$ cat src/hdl/mtl_pkg.sv
// shared types, constants and sizing for the motion to light latency meter
package mtl_pkg;

   localparam int SLOTS           = 16;
   localparam int BRIGHTNESS_BITS = 10;
   localparam int TIME_W          = 32;
   localparam int CALM_W          = 8;
   localparam int CSR_INDEX_W     = 2;
   localparam int CSR_DATA_W      = 32;

   localparam int HALF_SLOTS = (SLOTS + 1) / 2;
   localparam int SLOT_W     = $clog2(SLOTS);
   localparam int HITS_W     = $clog2(HALF_SLOTS + 1);
   localparam int SUM_W      = TIME_W + $clog2(HALF_SLOTS);
   localparam int DIV_CNT_W  = $clog2(SUM_W + 1);

   localparam logic [SLOT_W-1:0] SLOT_LAST = SLOT_W'(SLOTS - 1);

   localparam logic [CALM_W-1:0]          CALM_SAMPLES_RESET = CALM_W'(50);
   localparam logic [BRIGHTNESS_BITS-1:0] THRESHOLD_RESET    = BRIGHTNESS_BITS'(3);
   localparam logic [TIME_W-1:0]          TIMEOUT_RESET      = TIME_W'(1000000);

   localparam logic [CSR_INDEX_W-1:0] CSR_CALM_SAMPLES = 2'd0;
   localparam logic [CSR_INDEX_W-1:0] CSR_THRESHOLD    = 2'd1;
   localparam logic [CSR_INDEX_W-1:0] CSR_TIMEOUT      = 2'd2;

   typedef enum logic [1:0] {
      PH_CALM         = 2'd0,
      PH_AWAIT_MOTION = 2'd1,
      PH_AWAIT_BRIGHT = 2'd2
   } phase_type;

   typedef enum logic [1:0] {
      ST_IDLE,
      ST_STEP,
      ST_DIV,
      ST_PUSH
   } ctrl_state_type;

   typedef struct packed {
      logic                       is_moving;
      logic [BRIGHTNESS_BITS-1:0] brightness;
      logic [TIME_W-1:0]          time_us;
   } req_item_type;

   typedef struct packed {
      logic [1:0]        phase;
      logic              latency_valid;
      logic              timed_out;
      logic [TIME_W-1:0] latency_us;
      logic              averages_valid;
      logic [TIME_W-1:0] first_average_us;
      logic [TIME_W-1:0] second_average_us;
      logic              first_empty;
      logic              second_empty;
   } rsp_item_type;

   typedef struct packed {
      logic load_in;
      logic step;
      logic div_start;
      logic load_out;
   } dp_cmd_type;

   typedef struct packed {
      logic last_slot;
      logic div_busy;
   } dp_status_type;

endpackage

$ cat src/hdl/mtl_divider.sv
// bit-serial restoring divider for the slot averages
module mtl_divider import mtl_pkg::*; (
   input  logic              clock,
   input  logic              reset,
   input  logic              start,
   input  logic [SUM_W-1:0]  dividend,
   input  logic [HITS_W-1:0] divisor,
   output logic              busy,
   output logic [SUM_W-1:0]  quotient
);

   logic                 busy_ff, busy_in;
   logic [DIV_CNT_W-1:0] count_ff, count_in;
   logic [SUM_W-1:0]     quot_ff, quot_in;
   logic [HITS_W-1:0]    rem_ff, rem_in;
   logic [HITS_W-1:0]    divisor_ff, divisor_in;
   logic [HITS_W:0]      shifted;
   logic [HITS_W:0]      trial;
   logic                 fits;

   assign shifted = {rem_ff, quot_ff[SUM_W-1]};
   assign trial   = shifted - {1'b0, divisor_ff};
   assign fits    = shifted >= {1'b0, divisor_ff};

   always_comb begin
      busy_in    = busy_ff;
      count_in   = count_ff;
      quot_in    = quot_ff;
      rem_in     = rem_ff;
      divisor_in = divisor_ff;
      if (start) begin
         busy_in    = 1'b1;
         count_in   = DIV_CNT_W'(SUM_W);
         quot_in    = dividend;
         rem_in     = '0;
         divisor_in = divisor;
      end else if (busy_ff) begin
         quot_in  = {quot_ff[SUM_W-2:0], fits};
         rem_in   = fits ? trial[HITS_W-1:0] : shifted[HITS_W-1:0];
         count_in = count_ff - DIV_CNT_W'(1);
         if (count_ff == DIV_CNT_W'(1)) begin
            busy_in = 1'b0;
         end
      end
   end

   always_ff @(posedge clock) begin
      if (reset) begin
         busy_ff  <= 1'b0;
         count_ff <= '0;
      end else begin
         busy_ff  <= busy_in;
         count_ff <= count_in;
      end
      quot_ff    <= quot_in;
      rem_ff     <= rem_in;
      divisor_ff <= divisor_in;
   end

   assign busy     = busy_ff;
   assign quotient = quot_ff;

endmodule

$ cat src/hdl/mtl_datapath.sv
// datapath: config registers, phase state, slot sums, dividers and result registers
module mtl_datapath import mtl_pkg::*; (
   input  logic                   clock,
   input  logic                   reset,
   input  dp_cmd_type             cmd,
   output dp_status_type          status,
   input  logic                   csr_write,
   input  logic [CSR_INDEX_W-1:0] csr_index,
   input  logic [CSR_DATA_W-1:0]  csr_data,
   input  req_item_type           req_item,
   output rsp_item_type           rsp_item
);

   logic [CALM_W-1:0]          calm_samples_ff;
   logic [BRIGHTNESS_BITS-1:0] threshold_ff;
   logic [TIME_W-1:0]          timeout_ff;

   req_item_type in_ff;

   phase_type                  phase_ff, phase_in;
   logic [CALM_W-1:0]          calm_run_ff, calm_run_in;
   logic [TIME_W-1:0]          motion_time_ff, motion_time_in;
   logic [BRIGHTNESS_BITS-1:0] ref_bright_ff, ref_bright_in;
   logic [SLOT_W-1:0]          slot_ff, slot_in;
   logic [SUM_W-1:0]           first_sum_ff, first_sum_in, first_sum_upd;
   logic [SUM_W-1:0]           second_sum_ff, second_sum_in, second_sum_upd;
   logic [HITS_W-1:0]          first_hits_ff, first_hits_in, first_hits_upd;
   logic [HITS_W-1:0]          second_hits_ff, second_hits_in, second_hits_upd;

   rsp_item_type pend_ff, pend_in;
   rsp_item_type rsp_ff, rsp_in;

   logic [CALM_W-1:0]          run_inc;
   logic [TIME_W-1:0]          elapsed;
   logic [BRIGHTNESS_BITS-1:0] diff;
   logic                       hit, tmo, record, last;
   logic                       first_busy, second_busy;
   logic [SUM_W-1:0]           first_quot, second_quot;

   assign run_inc = calm_run_ff + CALM_W'(1);
   assign elapsed = in_ff.time_us - motion_time_ff;
   assign diff    = (in_ff.brightness >= ref_bright_ff) ? in_ff.brightness - ref_bright_ff
                                                        : ref_bright_ff - in_ff.brightness;
   assign hit     = diff > threshold_ff;
   assign tmo     = !hit && (elapsed > timeout_ff);
   assign record  = (phase_ff == PH_AWAIT_BRIGHT) && (hit || tmo);
   assign last    = record && (slot_ff == SLOT_LAST);

   // running sums including this item, before any round reset
   always_comb begin
      first_sum_upd   = first_sum_ff;
      second_sum_upd  = second_sum_ff;
      first_hits_upd  = first_hits_ff;
      second_hits_upd = second_hits_ff;
      if (record && hit) begin
         if (!slot_ff[0]) begin
            first_sum_upd  = first_sum_ff + SUM_W'(elapsed);
            first_hits_upd = first_hits_ff + HITS_W'(1);
         end else begin
            second_sum_upd  = second_sum_ff + SUM_W'(elapsed);
            second_hits_upd = second_hits_ff + HITS_W'(1);
         end
      end
   end

   always_comb begin
      phase_in       = phase_ff;
      calm_run_in    = calm_run_ff;
      motion_time_in = motion_time_ff;
      ref_bright_in  = ref_bright_ff;
      slot_in        = slot_ff;
      first_sum_in   = first_sum_ff;
      second_sum_in  = second_sum_ff;
      first_hits_in  = first_hits_ff;
      second_hits_in = second_hits_ff;
      unique case (phase_ff)
         PH_CALM: begin
            if (in_ff.is_moving) begin
               calm_run_in = '0;
            end else if (run_inc >= calm_samples_ff) begin
               phase_in    = PH_AWAIT_MOTION;
               calm_run_in = '0;
            end else begin
               calm_run_in = run_inc;
            end
         end
         PH_AWAIT_MOTION: begin
            if (in_ff.is_moving) begin
               motion_time_in = in_ff.time_us;
               ref_bright_in  = in_ff.brightness;
               phase_in       = PH_AWAIT_BRIGHT;
            end
         end
         PH_AWAIT_BRIGHT: begin
            if (record) begin
               phase_in = PH_CALM;
               if (last) begin
                  slot_in        = '0;
                  first_sum_in   = '0;
                  second_sum_in  = '0;
                  first_hits_in  = '0;
                  second_hits_in = '0;
               end else begin
                  slot_in        = slot_ff + SLOT_W'(1);
                  first_sum_in   = first_sum_upd;
                  second_sum_in  = second_sum_upd;
                  first_hits_in  = first_hits_upd;
                  second_hits_in = second_hits_upd;
               end
            end
         end
         default: begin
            phase_in = PH_CALM;
         end
      endcase
   end

   always_comb begin
      pend_in                   = pend_ff;
      if (cmd.step) begin
         pend_in.phase             = phase_in;
         pend_in.latency_valid     = record && hit;
         pend_in.timed_out         = record && tmo;
         pend_in.latency_us        = (record && hit) ? elapsed : '0;
         pend_in.averages_valid    = last;
         pend_in.first_average_us  = '0;
         pend_in.second_average_us = '0;
         pend_in.first_empty       = last && (first_hits_upd == '0);
         pend_in.second_empty      = last && (second_hits_upd == '0);
      end
   end

   always_comb begin
      rsp_in = pend_ff;
      if (pend_ff.averages_valid && !pend_ff.first_empty) begin
         rsp_in.first_average_us = first_quot[TIME_W-1:0];
      end
      if (pend_ff.averages_valid && !pend_ff.second_empty) begin
         rsp_in.second_average_us = second_quot[TIME_W-1:0];
      end
   end

   mtl_divider u_first_div (
      .clock    (clock),
      .reset    (reset),
      .start    (cmd.div_start),
      .dividend (first_sum_upd),
      .divisor  (first_hits_upd),
      .busy     (first_busy),
      .quotient (first_quot)
   );

   mtl_divider u_second_div (
      .clock    (clock),
      .reset    (reset),
      .start    (cmd.div_start),
      .dividend (second_sum_upd),
      .divisor  (second_hits_upd),
      .busy     (second_busy),
      .quotient (second_quot)
   );

   always_ff @(posedge clock) begin
      if (reset) begin
         calm_samples_ff <= CALM_SAMPLES_RESET;
         threshold_ff    <= THRESHOLD_RESET;
         timeout_ff      <= TIMEOUT_RESET;
      end else if (csr_write) begin
         unique case (csr_index)
            CSR_CALM_SAMPLES: calm_samples_ff <= csr_data[CALM_W-1:0];
            CSR_THRESHOLD:    threshold_ff    <= csr_data[BRIGHTNESS_BITS-1:0];
            CSR_TIMEOUT:      timeout_ff      <= csr_data[TIME_W-1:0];
            default: begin
            end
         endcase
      end
   end

   always_ff @(posedge clock) begin
      if (reset) begin
         phase_ff       <= PH_CALM;
         calm_run_ff    <= '0;
         motion_time_ff <= '0;
         ref_bright_ff  <= '0;
         slot_ff        <= '0;
         first_sum_ff   <= '0;
         second_sum_ff  <= '0;
         first_hits_ff  <= '0;
         second_hits_ff <= '0;
      end else if (cmd.step) begin
         phase_ff       <= phase_in;
         calm_run_ff    <= calm_run_in;
         motion_time_ff <= motion_time_in;
         ref_bright_ff  <= ref_bright_in;
         slot_ff        <= slot_in;
         first_sum_ff   <= first_sum_in;
         second_sum_ff  <= second_sum_in;
         first_hits_ff  <= first_hits_in;
         second_hits_ff <= second_hits_in;
      end
   end

   always_ff @(posedge clock) begin
      if (cmd.load_in) begin
         in_ff <= req_item;
      end
      pend_ff <= pend_in;
      if (cmd.load_out) begin
         rsp_ff <= rsp_in;
      end
   end

   assign status.last_slot = last;
   assign status.div_busy  = first_busy || second_busy;
   assign rsp_item         = rsp_ff;

endmodule

$ cat src/hdl/mtl_ctrl.sv
// controller: sequences accept, state update, averaging and result hand-off
module mtl_ctrl import mtl_pkg::*; (
   input  logic          clock,
   input  logic          reset,
   input  logic          req_valid,
   output logic          req_stall,
   output logic          rsp_valid,
   input  logic          rsp_stall,
   input  dp_status_type status,
   output dp_cmd_type    cmd
);

   ctrl_state_type state_ff, state_in;
   logic           rsp_valid_ff, rsp_valid_in;
   logic           out_free;

   assign out_free = !rsp_valid_ff || !rsp_stall;

   always_comb begin
      state_in = state_ff;
      unique case (state_ff)
         ST_IDLE: begin
            if (req_valid) begin
               state_in = ST_STEP;
            end
         end
         ST_STEP: begin
            state_in = status.last_slot ? ST_DIV : ST_PUSH;
         end
         ST_DIV: begin
            if (!status.div_busy) begin
               state_in = ST_PUSH;
            end
         end
         ST_PUSH: begin
            if (out_free) begin
               state_in = ST_IDLE;
            end
         end
         default: begin
            state_in = ST_IDLE;
         end
      endcase
   end

   always_comb begin
      cmd          = '0;
      rsp_valid_in = rsp_valid_ff && rsp_stall;
      req_stall    = 1'b1;
      unique case (state_ff)
         ST_IDLE: begin
            req_stall   = 1'b0;
            cmd.load_in = req_valid;
         end
         ST_STEP: begin
            cmd.step      = 1'b1;
            cmd.div_start = status.last_slot;
         end
         ST_DIV: begin
         end
         ST_PUSH: begin
            if (out_free) begin
               cmd.load_out = 1'b1;
               rsp_valid_in = 1'b1;
            end
         end
         default: begin
         end
      endcase
   end

   always_ff @(posedge clock) begin
      if (reset) begin
         state_ff     <= ST_IDLE;
         rsp_valid_ff <= 1'b0;
      end else begin
         state_ff     <= state_in;
         rsp_valid_ff <= rsp_valid_in;
      end
   end

   assign rsp_valid = rsp_valid_ff;

endmodule

$ cat src/hdl/motion_to_light_latency_meter.sv
// top level of the motion to light latency meter
//
// req channel: one sensor sample per item (motion flag, brightness, microsecond
// timestamp), taken when req_valid is high and req_stall is low.
// rsp channel: exactly one result item per sample, in order, held in an output
// register until taken (rsp_valid high, rsp_stall low).
// csr channel: register writes by index (calm samples, brightness threshold,
// timeout); csr_ready is always high, writes beyond the list are ignored.
// path: an accepted sample passes the input register, the state update step and the
// output register; the sample that fills the last slot also runs two serial dividers,
// one quotient bit per cycle over 35 bits, before its result is pushed.
// pacing: a new sample is taken only once the previous one has been through the
// state update and divider sequencing, one item at a time.
// a new sample is taken while the previous result still waits in the output
// register; if the receiver keeps stalling, the next result waits in the
// datapath and req_stall stays high until the output register frees.
// reset: synchronous, clears phase, counters, sums and restores register defaults
module motion_to_light_latency_meter import mtl_pkg::*; (
   input  logic                   clock,
   input  logic                   reset,
   input  logic                   req_valid,
   output logic                   req_stall,
   input  req_item_type           req_item,
   output logic                   rsp_valid,
   input  logic                   rsp_stall,
   output rsp_item_type           rsp_item,
   input  logic                   csr_valid,
   output logic                   csr_ready,
   input  logic [CSR_INDEX_W-1:0] csr_index,
   input  logic [CSR_DATA_W-1:0]  csr_data
);

   dp_cmd_type    cmd;
   dp_status_type status;

   assign csr_ready = 1'b1;

   mtl_ctrl u_ctrl (
      .clock     (clock),
      .reset     (reset),
      .req_valid (req_valid),
      .req_stall (req_stall),
      .rsp_valid (rsp_valid),
      .rsp_stall (rsp_stall),
      .status    (status),
      .cmd       (cmd)
   );

   mtl_datapath u_datapath (
      .clock     (clock),
      .reset     (reset),
      .cmd       (cmd),
      .status    (status),
      .csr_write (csr_valid && csr_ready),
      .csr_index (csr_index),
      .csr_data  (csr_data),
      .req_item  (req_item),
      .rsp_item  (rsp_item)
   );

endmodule

$ cat config.mk
export PLATFORM = sky130hd
export DESIGN_NAME = motion_to_light_latency_meter
export DESIGN_NICKNAME = d
export VERILOG_FILES = /design/src/hdl/mtl_pkg.sv /design/src/hdl/mtl_divider.sv /design/src/hdl/mtl_datapath.sv /design/src/hdl/mtl_ctrl.sv /design/src/hdl/motion_to_light_latency_meter.sv
export SDC_FILE = /design/constraint.sdc
export NUM_CORES = 1
export LEC_CHECK = 0
export BUFFER_PORTS_ARGS = -buffer_cell sky130_fd_sc_hd__buf_2
export CORE_MARGIN = 1.5
export CORE_UTILIZATION = 55
export CTS_CLUSTER_DIAMETER = 80
export CTS_CLUSTER_SIZE = 8
export DETAILED_ROUTE_END_ITERATION = 10
export HOLD_SLACK_MARGIN = 0.15
export PLACE_DENSITY = 0.88
export SYNTH_ARGS = -nofsm -noshare
export SYNTH_HDL_FRONTEND = slang
export SYNTH_SLANG_ARGS = --single-unit
$ cat constraint.sdc
create_clock -name clock -period 8.2 [get_ports clock]
set_input_delay 0.41 -clock clock [delete_from_list [all_inputs] [get_ports clock]]
set_output_delay 0.41 -clock clock [all_outputs]
set_load 0.01 [all_outputs]
==> metrics.cfg, run 1 <==
[global_route]
grt_max_degree=96
grtUsageMet1=0.383
grt_busiest_layer=met2
grtUsageTotal=0.295
grt_antenna_before_repair=0
grt_use_met2=0.479
grt_pass1_vias=20200
globalRouteOverflowTotal=0
global_route.usage.met3=0.0552
grt_pass1_wl_microns=108000

[critical_path]
path_cells=inv_1, ha_1, inv_1, fa_1, a21o_1, a21boi_0, o21ai_0, o21ai_0, a21oi_1, a211oi_1, o21bai_1, a21oi_1, xnor2_1, ha_1, nand4_1, or4_1, o41ai_2, o22ai_1, a211oi_2, or2_1, or3_1, o22ai_2, a22o_1
cp_max_fo=15
crit_type=register to register
cp.arrival_ps=7410
cp-start-kind=register
slowest_stage=or4_1
slowest_delay_ps=590
critPathRequiredTime_ps=8670
worst_setup_path_end_kind=register

[synth]
postSynthCellCount=2604
synth.ff_latch_count=472
synth-seq-area-share=0.482
synth_area_leaders=edfxtp_1 (32%), dfxtp_1 (17%), ha_1 (9.2%)
synth-edff-count=263
syn-num-nets=2878
post_synth.cell_area_avg_sq_um=9.62
async_reset_ff_frac=0
syn_area_sq_um=25100
netlist.top_cell.by_area=edfxtp_1
synth_cell_type_count=81
synth_top_area_share=0.315
synthFlopType=edfxtp_1
ys_warn_count=0

[outcome]
status=finished clean

[place]
portBuffers=186
post_dp_cell_area_sq_um=26600
dp_cells=3315
dpl.hpwl_microns=48900
pre_cts_ws_ps=1510
gp_congestion=0.961

[finish]
antenna_cells=0
fin_cells=3510
regArea_sq_um=12100
layout_commonest_cell=nand2_1
multi_input_area_sq_um=11900
fin_area_sq_um=29300
nets=3135
nFillCells=3492
drive_gt1_frac=0.114
final_cell_mix=nand2_1 (390), edfxtp_1 (263), a21oi_1 (238)
syn_to_final_growth_pct=16.8

[cts]
ctsHoldBuffers=76
cts_setup_buffers=0
clk_latency_ps=600
clk_path_buf_depth=3
clk_pin_slew_ps=60
numCtsBuffers=68
clock_sinks=472
ctsRootBufferMaster=clkbuf_16
cts_resized=0
cts_tree=done
h-tree-depth=3

[route]
wl_microns=69700
drtIter0Drc=1930
antenna_left=0
wire_per_inst_microns=19.9
vias=20600
dr.pass1.iters=6
drcViolationCount=0
drt-vias-per-instance=5.87

[sta]
rsz0062_at_grt=false
timing.final.crit_period_ps=6930
worst_pin_slew_ps=1320
finalHoldViolCount=0
slew-limit-headroom=0.117
setup_slack_ps=1270
fin_skew_ps=23.8
fin_crit_sh=0.845
tns_ps=0
finalMaxSlewViolations=0
setup_viol=0
fmax_ghz=0.144

[die]
die-height_microns=216
num_rows=78
die-width_microns=216
start_util=0.554
ioPinCount=188
core_sq_um=45200
dieArea_sq_um=46800

[power]
ir_drop_v=0.000146
finalPower_mw=7.66
p_leak_nw=11.8
power.density_nw_per_um2=262

[min_path]
hold_class=input port to register

[run]
cap_violations=0

==> worst max-delay path: cells and delay by family (launching register included) <==
kind | cells | cell delay, ps
flops | 1 | 400
buf+inv | 2 | 130
xor+xnor | 1 | 290
fa+ha+maj | 3 | 1000
compound gates | 13 | 3110
simple gates | 4 | 1860
==> final timing paths <==
kind,slack [ps],cells past startpoint,endpoint,start
min reg2reg,420,0,u_datapath.rsp_item[101]$_DFFE_PP_,u_datapath.pend_ff[101]$_DFFE_PP_
min,180,2,u_datapath.slot_ff[2]$_SDFFE_PP0P_,reset
max reg2reg,1270,23,u_datapath.first_sum_ff[31]$_SDFFE_PP0P_,u_datapath.in_ff[0]$_DFFE_PP_
max,1270,23,u_datapath.first_sum_ff[31]$_SDFFE_PP0P_,u_datapath.in_ff[0]$_DFFE_PP_
==> cells by family (layout without fill, tap and decap cells) <==
logic type,after synthesis,in the layout,synth area share
AND/OR/NAND/NOR,884,884,0.162
XOR/XNOR,126,126,0.0440
multiplexers,31,31,0.0125
buffers and inverters,268,574,0.0422
flip-flops,472,472,0.482
AO/OA/AOI/OAI,630,630,0.159
adder cells (fa/ha/maj),192,192,0.0980
other,1,1,0.000150
==> flip-flops by register name, indices dropped and copies added (netlist names), 6 cells and up <==
signal                            count
u_datapath.motion_time_ff            32
u_datapath.first_sum_ff              35
u_datapath.u_second_div.count_ff      6
u_datapath.pend_ff                   39
u_datapath.u_second_div.quotient     35
u_datapath.calm_run_ff                8
u_datapath.u_first_div.quotient      35
u_datapath.rsp_item                 103
u_datapath.second_sum_ff             35
u_datapath.threshold_ff              10
u_datapath.timeout_ff                32
u_datapath.u_first_div.count_ff       6
u_datapath.ref_bright_ff             10
u_datapath.calm_samples_ff            8
u_datapath.in_ff                     43
==> stage by stage <==
stage | utilization | hold slack, ps
after global placement | 0.588 | 401
final | 0.648 | 184
after CTS | 0.648 | 170
after detailed placement | 0.588 | 405
after global routing | 0.648 | 213
after floorplan | - | 400
==> layout make-up <==
cell class | count | area share
well taps | 600 | 0.0256
flip-flops and latches | 472 | 0.413
clock buffers | 117 | 0.0651
multi-input cells | 1864 | 0.408
clock inverters | 2 | 0.000598
repair buffers | 301 | 0.0683
inverters | 154 | 0.0197
==> Yosys cell counts, types with 20 or more instances <==
| master | n |
|---|---|
| a21o_1 | 57 |
| a21oi_1 | 238 |
| a22o_1 | 23 |
| a31oi_1 | 39 |
| and2_1 | 102 |
| buf_2 | 21 |
| clkbuf_1 | 81 |
| dfxtp_1 | 209 |
| edfxtp_1 | 263 |
| ha_1 | 185 |
| inv_1 | 152 |
| mux2i_1 | 28 |
| nand2_1 | 390 |
| nand2b_1 | 20 |
| nand3_1 | 40 |
| nand4_1 | 34 |
| nor2_1 | 188 |
| nor2b_1 | 22 |
| o21ai_0 | 114 |
| xnor2_1 | 77 |
| xor2_1 | 49 |
==> per-layer routing <==
metal | vias up | wire length [microns]
met5 | - | 0
met3 | 179 | 5630
met4 | 0 | 2980
met1 | 9782 | 29100
met2 | 931 | 32000
li1 | 9702 | -
==> report_power, final <==
part           switching, mW  internal [mW]  total, mW
combinational           1.40          0.800       2.20
clock                   1.00           1.56       2.57
sequential             0.102           2.79       2.89
Power figures use the tool's default switching activity.
==> run 2, diff against run 1 <==
--- a/config.mk
+++ b/config.mk
@@ -7,12 +7,12 @@
 export LEC_CHECK = 0
 export BUFFER_PORTS_ARGS = -buffer_cell sky130_fd_sc_hd__buf_2
 export CORE_MARGIN = 1.5
-export CORE_UTILIZATION = 55
+export CORE_UTILIZATION = 61
 export CTS_CLUSTER_DIAMETER = 80
 export CTS_CLUSTER_SIZE = 8
 export DETAILED_ROUTE_END_ITERATION = 10
 export HOLD_SLACK_MARGIN = 0.15
-export PLACE_DENSITY = 0.88
+export PLACE_DENSITY = 0.92
 export SYNTH_ARGS = -nofsm -noshare
 export SYNTH_HDL_FRONTEND = slang
 export SYNTH_SLANG_ARGS = --single-unit
==> constraint.sdc (replaced) <==
create_clock -name clock -period 6.7 [get_ports clock]
set_input_delay 0.335 -clock clock [delete_from_list [all_inputs] [get_ports clock]]
set_output_delay 0.335 -clock clock [all_outputs]
set_load 0.01 [all_outputs]
==> run 2 against run 1 <==
  * Clock-buffer cell count fell by 2
  * Hold slack improved by 42 ps
  * Final area rose by 0.65%
  * Via count rose by 2.1%
  * Flip-flop and latch count did not move
  * Clock skew rose by 3.0 ps
  * Highest routed layer unchanged
==> metrics.cfg, run 2 (synthesis results as in run 1) <==
[die]
die-width_microns=206  ; -5.0%
start_util=0.616  ; +0.0619
ioPinCount=188  ; unchanged
die-height_microns=206  ; -5.0%
dieArea_sq_um=42300  ; -9.7%
core_sq_um=40600  ; -10%
num_rows=74  ; -5.1%

[critical_path]
cp-start-kind=register
worst_setup_path_end_kind=register
cp.arrival_ps=6750  ; -660 ps
r2r_setup_slack_ps=290  ; -980 ps
ff2ff_path_depth=27  ; +17%
cp_max_fo=68  ; +53
crit_type=register to register
reg2reg_from=u_datapath.in_ff[0]$_DFFE_PP_
critPathRequiredTime_ps=7040  ; -1630 ps
worstReg2RegEnd=u_datapath.u_second_div.quotient[26]$_DFFE_PP_
worstSetupEndpoint=u_datapath.u_second_div.quotient[26]$_DFFE_PP_
crit_start=u_datapath.in_ff[0]$_DFFE_PP_

[sta]
timing.final.crit_period_ps=6410  ; -520 ps
slew-limit-headroom=0.219  ; +0.102
finalHoldViolCount=0  ; unchanged
setup_slack_ps=288  ; -980 ps
finalMaxSlewViolations=0  ; unchanged
fmax_ghz=0.156  ; +8.1%
tns_ps=0  ; unchanged
rsz0062_at_grt=false
fin_skew_ps=26.8  ; +3.02 ps
worst_pin_slew_ps=1170  ; -151 ps
setup_viol=0  ; unchanged
fin_crit_sh=0.957  ; +0.112

[finish]
nets=3152  ; +0.54%
largest_reg_flops=103  ; unchanged
layout_commonest_cell=nand2_1
drive_gt1_frac=0.122  ; +0.00745
final_cell_mix=nand2_1 (389), edfxtp_1 (263), a21oi_1 (237)
syn_to_final_growth_pct=17.6
fin_cells=3462  ; -1.4%

[run]
cap_violations=0  ; unchanged

[place]
gp_congestion=0.950  ; -1.1%
pre_cts_ws_ps=218  ; -1290 ps
dpl.hpwl_microns=49100  ; +0.36%
portBuffers=186  ; unchanged
dp_cells=3261  ; -1.6%

[global_route]
grt_use_met2=0.558  ; +0.0796
grt_max_degree=97  ; +1.0%
grt_pass1_wl_microns=109000  ; +1.1%
grt_busiest_layer=met2
global_route.usage.met3=0.0697  ; +0.0145
grt_pass1_vias=20800  ; +2.9%
grtUsageTotal=0.336  ; +0.0402
grtUsageMet1=0.412  ; +0.0290
globalRouteOverflowTotal=0  ; unchanged
grt_antenna_before_repair=1  ; +1

[route]
drcViolationCount=0  ; unchanged
antenna_left=0  ; unchanged
drt-vias-per-instance=6.08  ; +3.6%
drtIter0Drc=1935  ; +0.26%
vias=21000  ; +2.1%
dr.pass1.iters=7  ; +1
wl_microns=70900  ; +1.7%
wire_per_inst_microns=20.5  ; +3.1%

[cts]
ctsRootBufferMaster=clkbuf_16
cts_tree=done
clk_path_buf_depth=3  ; unchanged
numCtsBuffers=69  ; +1.5%
clk_latency_ps=600  ; about the same
h-tree-depth=3  ; unchanged
clock_sinks=472  ; unchanged
clk_pin_slew_ps=50  ; about the same

[power]
ir_drop_v=0.000257  ; +76%
power.density_nw_per_um2=324  ; +24%
p_leak_nw=11.9  ; +1.2%

[outcome]
status=finished clean

[min_path]
hold_class=input port to register

[run 2: changes by cell type in the layout (fill, tap and decap cells not counted), sizes merged]
| cell | change |
|---|---|
| clkbuf | -2 |
| diode | +1 |
| clkinv | +4 |
| inv | +1 |
| buf | +16 |
[run 2: cell type report]
type | count | area (sq um)
clock buffer | 115 | 1940
multi-input combinational | 1864 | 12000
timing repair buffer | 317 | 2140
fill | 2736 | 11200
antenna | 1 | 2.50
clock inverter | 7 | 108
inverter | 154 | 578
sequential | 472 | 12100
tap | 532 | 666
[run 2: power by group]
group	internal (mW)	switching [mW]	total [mW]	leakage, nW
Clock	1.98	1.28	3.26	0.974
Combinational	0.998	1.74	2.74	6.82
Sequential	3.41	0.127	3.54	4.13
Total	6.39	3.15	9.54	11.9
[run 2: repair_timing]
action	in CTS	in global routing
setup endpoints to repair	0	121
resized for setup	0	5
setup buffers	0	2
hold buffers	76	0
hold endpoints to repair	94	0
[run 2: stage by stage]
step | hold WS (ps) | power [mW] | area (sq um) | utilization
global route | 267 | 9.92 | 29500 | 0.725
floorplan | 400 | 5.25 | 25100 | -
global placement | 404 | 6.08 | 26600 | 0.655
CTS | 207 | 9.46 | 29400 | 0.724
finish | 226 | 9.54 | 29500 | 0.725
detailed placement | 406 | 6.18 | 26600 | 0.655
[run 2: how the worst min path moves through the flow]
stage	start	slack (ps)	endpoint	cells past startpoint
2_1_floorplan	u_datapath.pend_ff[100]$_DFFE_PP_	400	u_datapath.rsp_item[100]$_DFFE_PP_	0
3_3_place_gp	u_datapath.pend_ff[100]$_DFFE_PP_	400	u_datapath.rsp_item[100]$_DFFE_PP_	0
3_5_place_dp	u_datapath.pend_ff[101]$_DFFE_PP_	410	u_datapath.rsp_item[101]$_DFFE_PP_	0
4_1_cts	csr_index[1]	210	u_datapath.calm_samples_ff[5]$_SDFFE_PP1P_	4
5_1_grt	reset	270	u_datapath.second_hits_ff[2]$_SDFFE_PP0P_	2
6_report	csr_index[1]	230	u_datapath.calm_samples_ff[1]$_SDFFE_PP1P_	4
[run 2: per-layer routing]
layer | share of wire | wire length, microns
met2 | 0.47 | 33600
met4 | 0.047 | 3320
met1 | 0.38 | 27300
met5 | 0 | 0
met3 | 0.095 | 6710
[run 2: worst max-delay path: stages, from the launching register on]
cell	delay, ps
edfxtp_1	420
inv_1	90
ha_1	160
inv_1	60
fa_1	400
a21o_1	210
a21boi_0	260
o21ai_0	190
o21ai_0	300
a21oi_1	170
a211oi_1	350
o21bai_1	100
a21oi_1	210
xnor2_1	270
ha_1	420
nand4_1	150
or4_1	600
nor4_1	270
o22ai_1	180
a211oi_2	190
buf_4	180
or3_4	170
inv_2	50
nand2_2	90
buf_12	270
nor2_1	130
nand2_1	120
nand3_1	100
==> run 3, diff against run 2 <==
--- a/config.mk
+++ b/config.mk
@@ -6,12 +6,13 @@
 export NUM_CORES = 1
 export LEC_CHECK = 0
 export BUFFER_PORTS_ARGS = -buffer_cell sky130_fd_sc_hd__buf_2
-export CORE_MARGIN = 1.5
+export CORE_MARGIN = 4
 export CORE_UTILIZATION = 61
 export CTS_CLUSTER_DIAMETER = 80
 export CTS_CLUSTER_SIZE = 8
 export DETAILED_ROUTE_END_ITERATION = 10
 export HOLD_SLACK_MARGIN = 0.15
+export MAX_ROUTING_LAYER = met4
 export PLACE_DENSITY = 0.92
 export SYNTH_ARGS = -nofsm -noshare
 export SYNTH_HDL_FRONTEND = slang
==> run 3 against run 2 <==
  * Non-clock buffer count shrank 2
  * Critical path depth fell by 1
  * Via count increased by 1.7%
==> metrics.cfg, run 3 (synthesis results as in run 1) <==
[global_route]
grtUsageTotal=0.330  ; -0.00567
grt_pass1_wl_microns=113000  ; +3.3%
grt_antenna_before_repair=1  ; unchanged
grt_pass1_vias=20800  ; -0.067%
globalRouteOverflowTotal=0  ; unchanged
grt_max_degree=72  ; -26%

[sta]
slew-limit-headroom=0.143  ; -0.0763
tns_ps=0  ; unchanged
worst_pin_slew_ps=1280  ; +108 ps
setup_viol=0  ; unchanged
fin_skew_ps=18.1  ; -8.65 ps
fin_crit_sh=0.953  ; -0.00382
rsz0062_at_grt=false
fin_hold_ws_ps=220  ; -6.19 ps
finalHoldViolCount=0  ; unchanged
timing.final.crit_period_ps=6390  ; -25.6 ps
fmax_ghz=0.157  ; +0.40%
finalMaxSlewViolations=0  ; unchanged

[cts]
clk_pin_slew_ps=50  ; about the same
clk_path_buf_depth=3  ; unchanged
h-tree-depth=3  ; unchanged
clock_sinks=472  ; unchanged
ctsRootBufferMaster=clkbuf_16
numCtsBuffers=69  ; unchanged
cts_tree=done
clk_latency_ps=600  ; about the same

[critical_path]
reg2reg_from=u_datapath.in_ff[0]$_DFFE_PP_
critPathBufInv=5  ; unchanged
slowest_delay_ps=600  ; about the same
worst_setup_path_end_kind=register
critPathRequiredTime_ps=7210  ; +170 ps
r2r_setup_slack_ps=310  ; +30 ps
cp-start-kind=register
crit_type=register to register
path_delay_family=compound AO/OA/AOI/OAI gates
worstReg2RegEnd=u_datapath.u_first_div.count_ff[2]$_SDFFE_PP0P_
ff2ff_path_depth=26  ; -3.7%
cp_max_fo=64  ; -5.9%
cp.arrival_ps=6900  ; +150 ps
slowest_stage=or4_1

[route]
vias=21400  ; +1.7%
wl_microns=72600  ; +2.4%
drtIter0Drc=2188  ; +13%
drcViolationCount=0  ; unchanged
drt-vias-per-instance=6.20  ; +2.0%
antenna_left=0  ; unchanged
wire_per_inst_microns=21.0  ; +2.7%
dr.pass1.iters=6  ; -1

[power]
power.density_nw_per_um2=323  ; -0.15%
finalPower_mw=9.50  ; -0.42%
p_leak_nw=11.9  ; -0.26%
ir_drop_v=0.000309  ; +20%

[die]
core_sq_um=40200  ; -1.1%
num_rows=73  ; -1.4%
start_util=0.623  ; +0.00702
dieArea_sq_um=44400  ; +4.9%
die-height_microns=211  ; +2.4%
ioPinCount=188  ; unchanged
die-width_microns=211  ; +2.4%

[finish]
layout_commonest_cell=nand2_1
drive_gt1_frac=0.120  ; -0.00193
largest_reg_flops=103  ; unchanged
fin_cells=3452  ; -0.29%
syn_to_final_growth_pct=17.3
final_cell_mix=nand2_1 (390), edfxtp_1 (263), a21oi_1 (238)
nets=3150  ; -0.063%

[min_path]
hold_class=input port to register
min_from=req_valid
min_to=u_ctrl.state_ff[1]$_SDFFE_PP0P_
holdPathStages=4  ; unchanged

[place]
portBuffers=186  ; unchanged
dpl.hpwl_microns=50000  ; +1.9%
gp_congestion=0.959  ; +0.98%
dp_cells=3254  ; -0.21%

[outcome]
status=finished clean

[run]
cap_violations=0  ; unchanged

## run 3: cell types whose count changed in the layout (fill, tap and decap cells not counted), sizes merged
cell | before | now
buf | 241 | 239
clkbuf | 115 | 116
clkinv | 4 | 3
inv | 157 | 156
## run 3: repair_timing
action | CTS | global route
hold buffers | 76 | 0
gates resized for setup | 0 | 2
endpoints found under the hold margin | 94 | 0
setup buffers | 0 | 0
setup endpoints to repair | 0 | 70
## run 3: layout make-up
type / count / area, sq um
sequential: 472 / 12100
multi-input combinational: 1864 / 11900
fill: 2661 / 10800
timing repair buffer: 315 / 2120
clock buffer: 116 / 1950
tap: 525 / 657
inverter: 154 / 578
clock inverter: 5 / 58.8
antenna: 1 / 2.50
## run 3: routing by layer
metal	wire (microns)	vias up	GRT usage
met3	6760	277	0.0599
li1	-	9764	-
met1	27700	10100	0.407
met5	0	-	-
met4	3650	0	0.141
met2	34500	1240	0.538
## run 3: worst register-to-register path: cells and delay by family (launching register included)
family	cells	cell delay [ps]
compound gates	10	2170
xor+xnor	1	230
fa+ha+maj	3	940
buf+inv	5	490
flops	1	420
simple gates	7	2050
## run 3: stage by stage
stage | utilization | worst slack [ps] | area [sq um]
floorplan | - | 657 | 25100
global placement | 0.662 | 494 | 26600
detailed placement | 0.662 | 341 | 26600
CTS | 0.731 | 290 | 29400
global route | 0.731 | 2.74 | 29400
finish | 0.731 | 313 | 29400
## run 3: worst max path at each step
stage | start | to | depth (start not counted)
6_report | u_datapath.in_ff[0]$_DFFE_PP_ | u_datapath.u_first_div.count_ff[2]$_SDFFE_PP0P_ | 26
4_1_cts | u_datapath.in_ff[0]$_DFFE_PP_ | u_datapath.u_first_div.quotient[21]$_DFFE_PP_ | 24
3_3_place_gp | u_datapath.in_ff[0]$_DFFE_PP_ | u_datapath.u_first_div.quotient[18]$_DFFE_PP_ | 24
5_1_grt | u_datapath.in_ff[0]$_DFFE_PP_ | u_datapath.u_first_div.count_ff[4]$_SDFFE_PP0P_ | 26
3_5_place_dp | u_datapath.in_ff[0]$_DFFE_PP_ | u_datapath.u_first_div.quotient[16]$_DFFE_PP_ | 24
2_1_floorplan | u_ctrl.state_ff[1]$_SDFFE_PP0P_ | u_datapath.rsp_item[0]$_DFFE_PP_ | 2
## run 3: power by group
group / internal (mW) / leakage, nW / switching, mW
Clock: 1.97 / 0.955 / 1.26
Combinational: 0.990 / 6.81 / 1.75
Sequential: 3.41 / 4.13 / 0.127
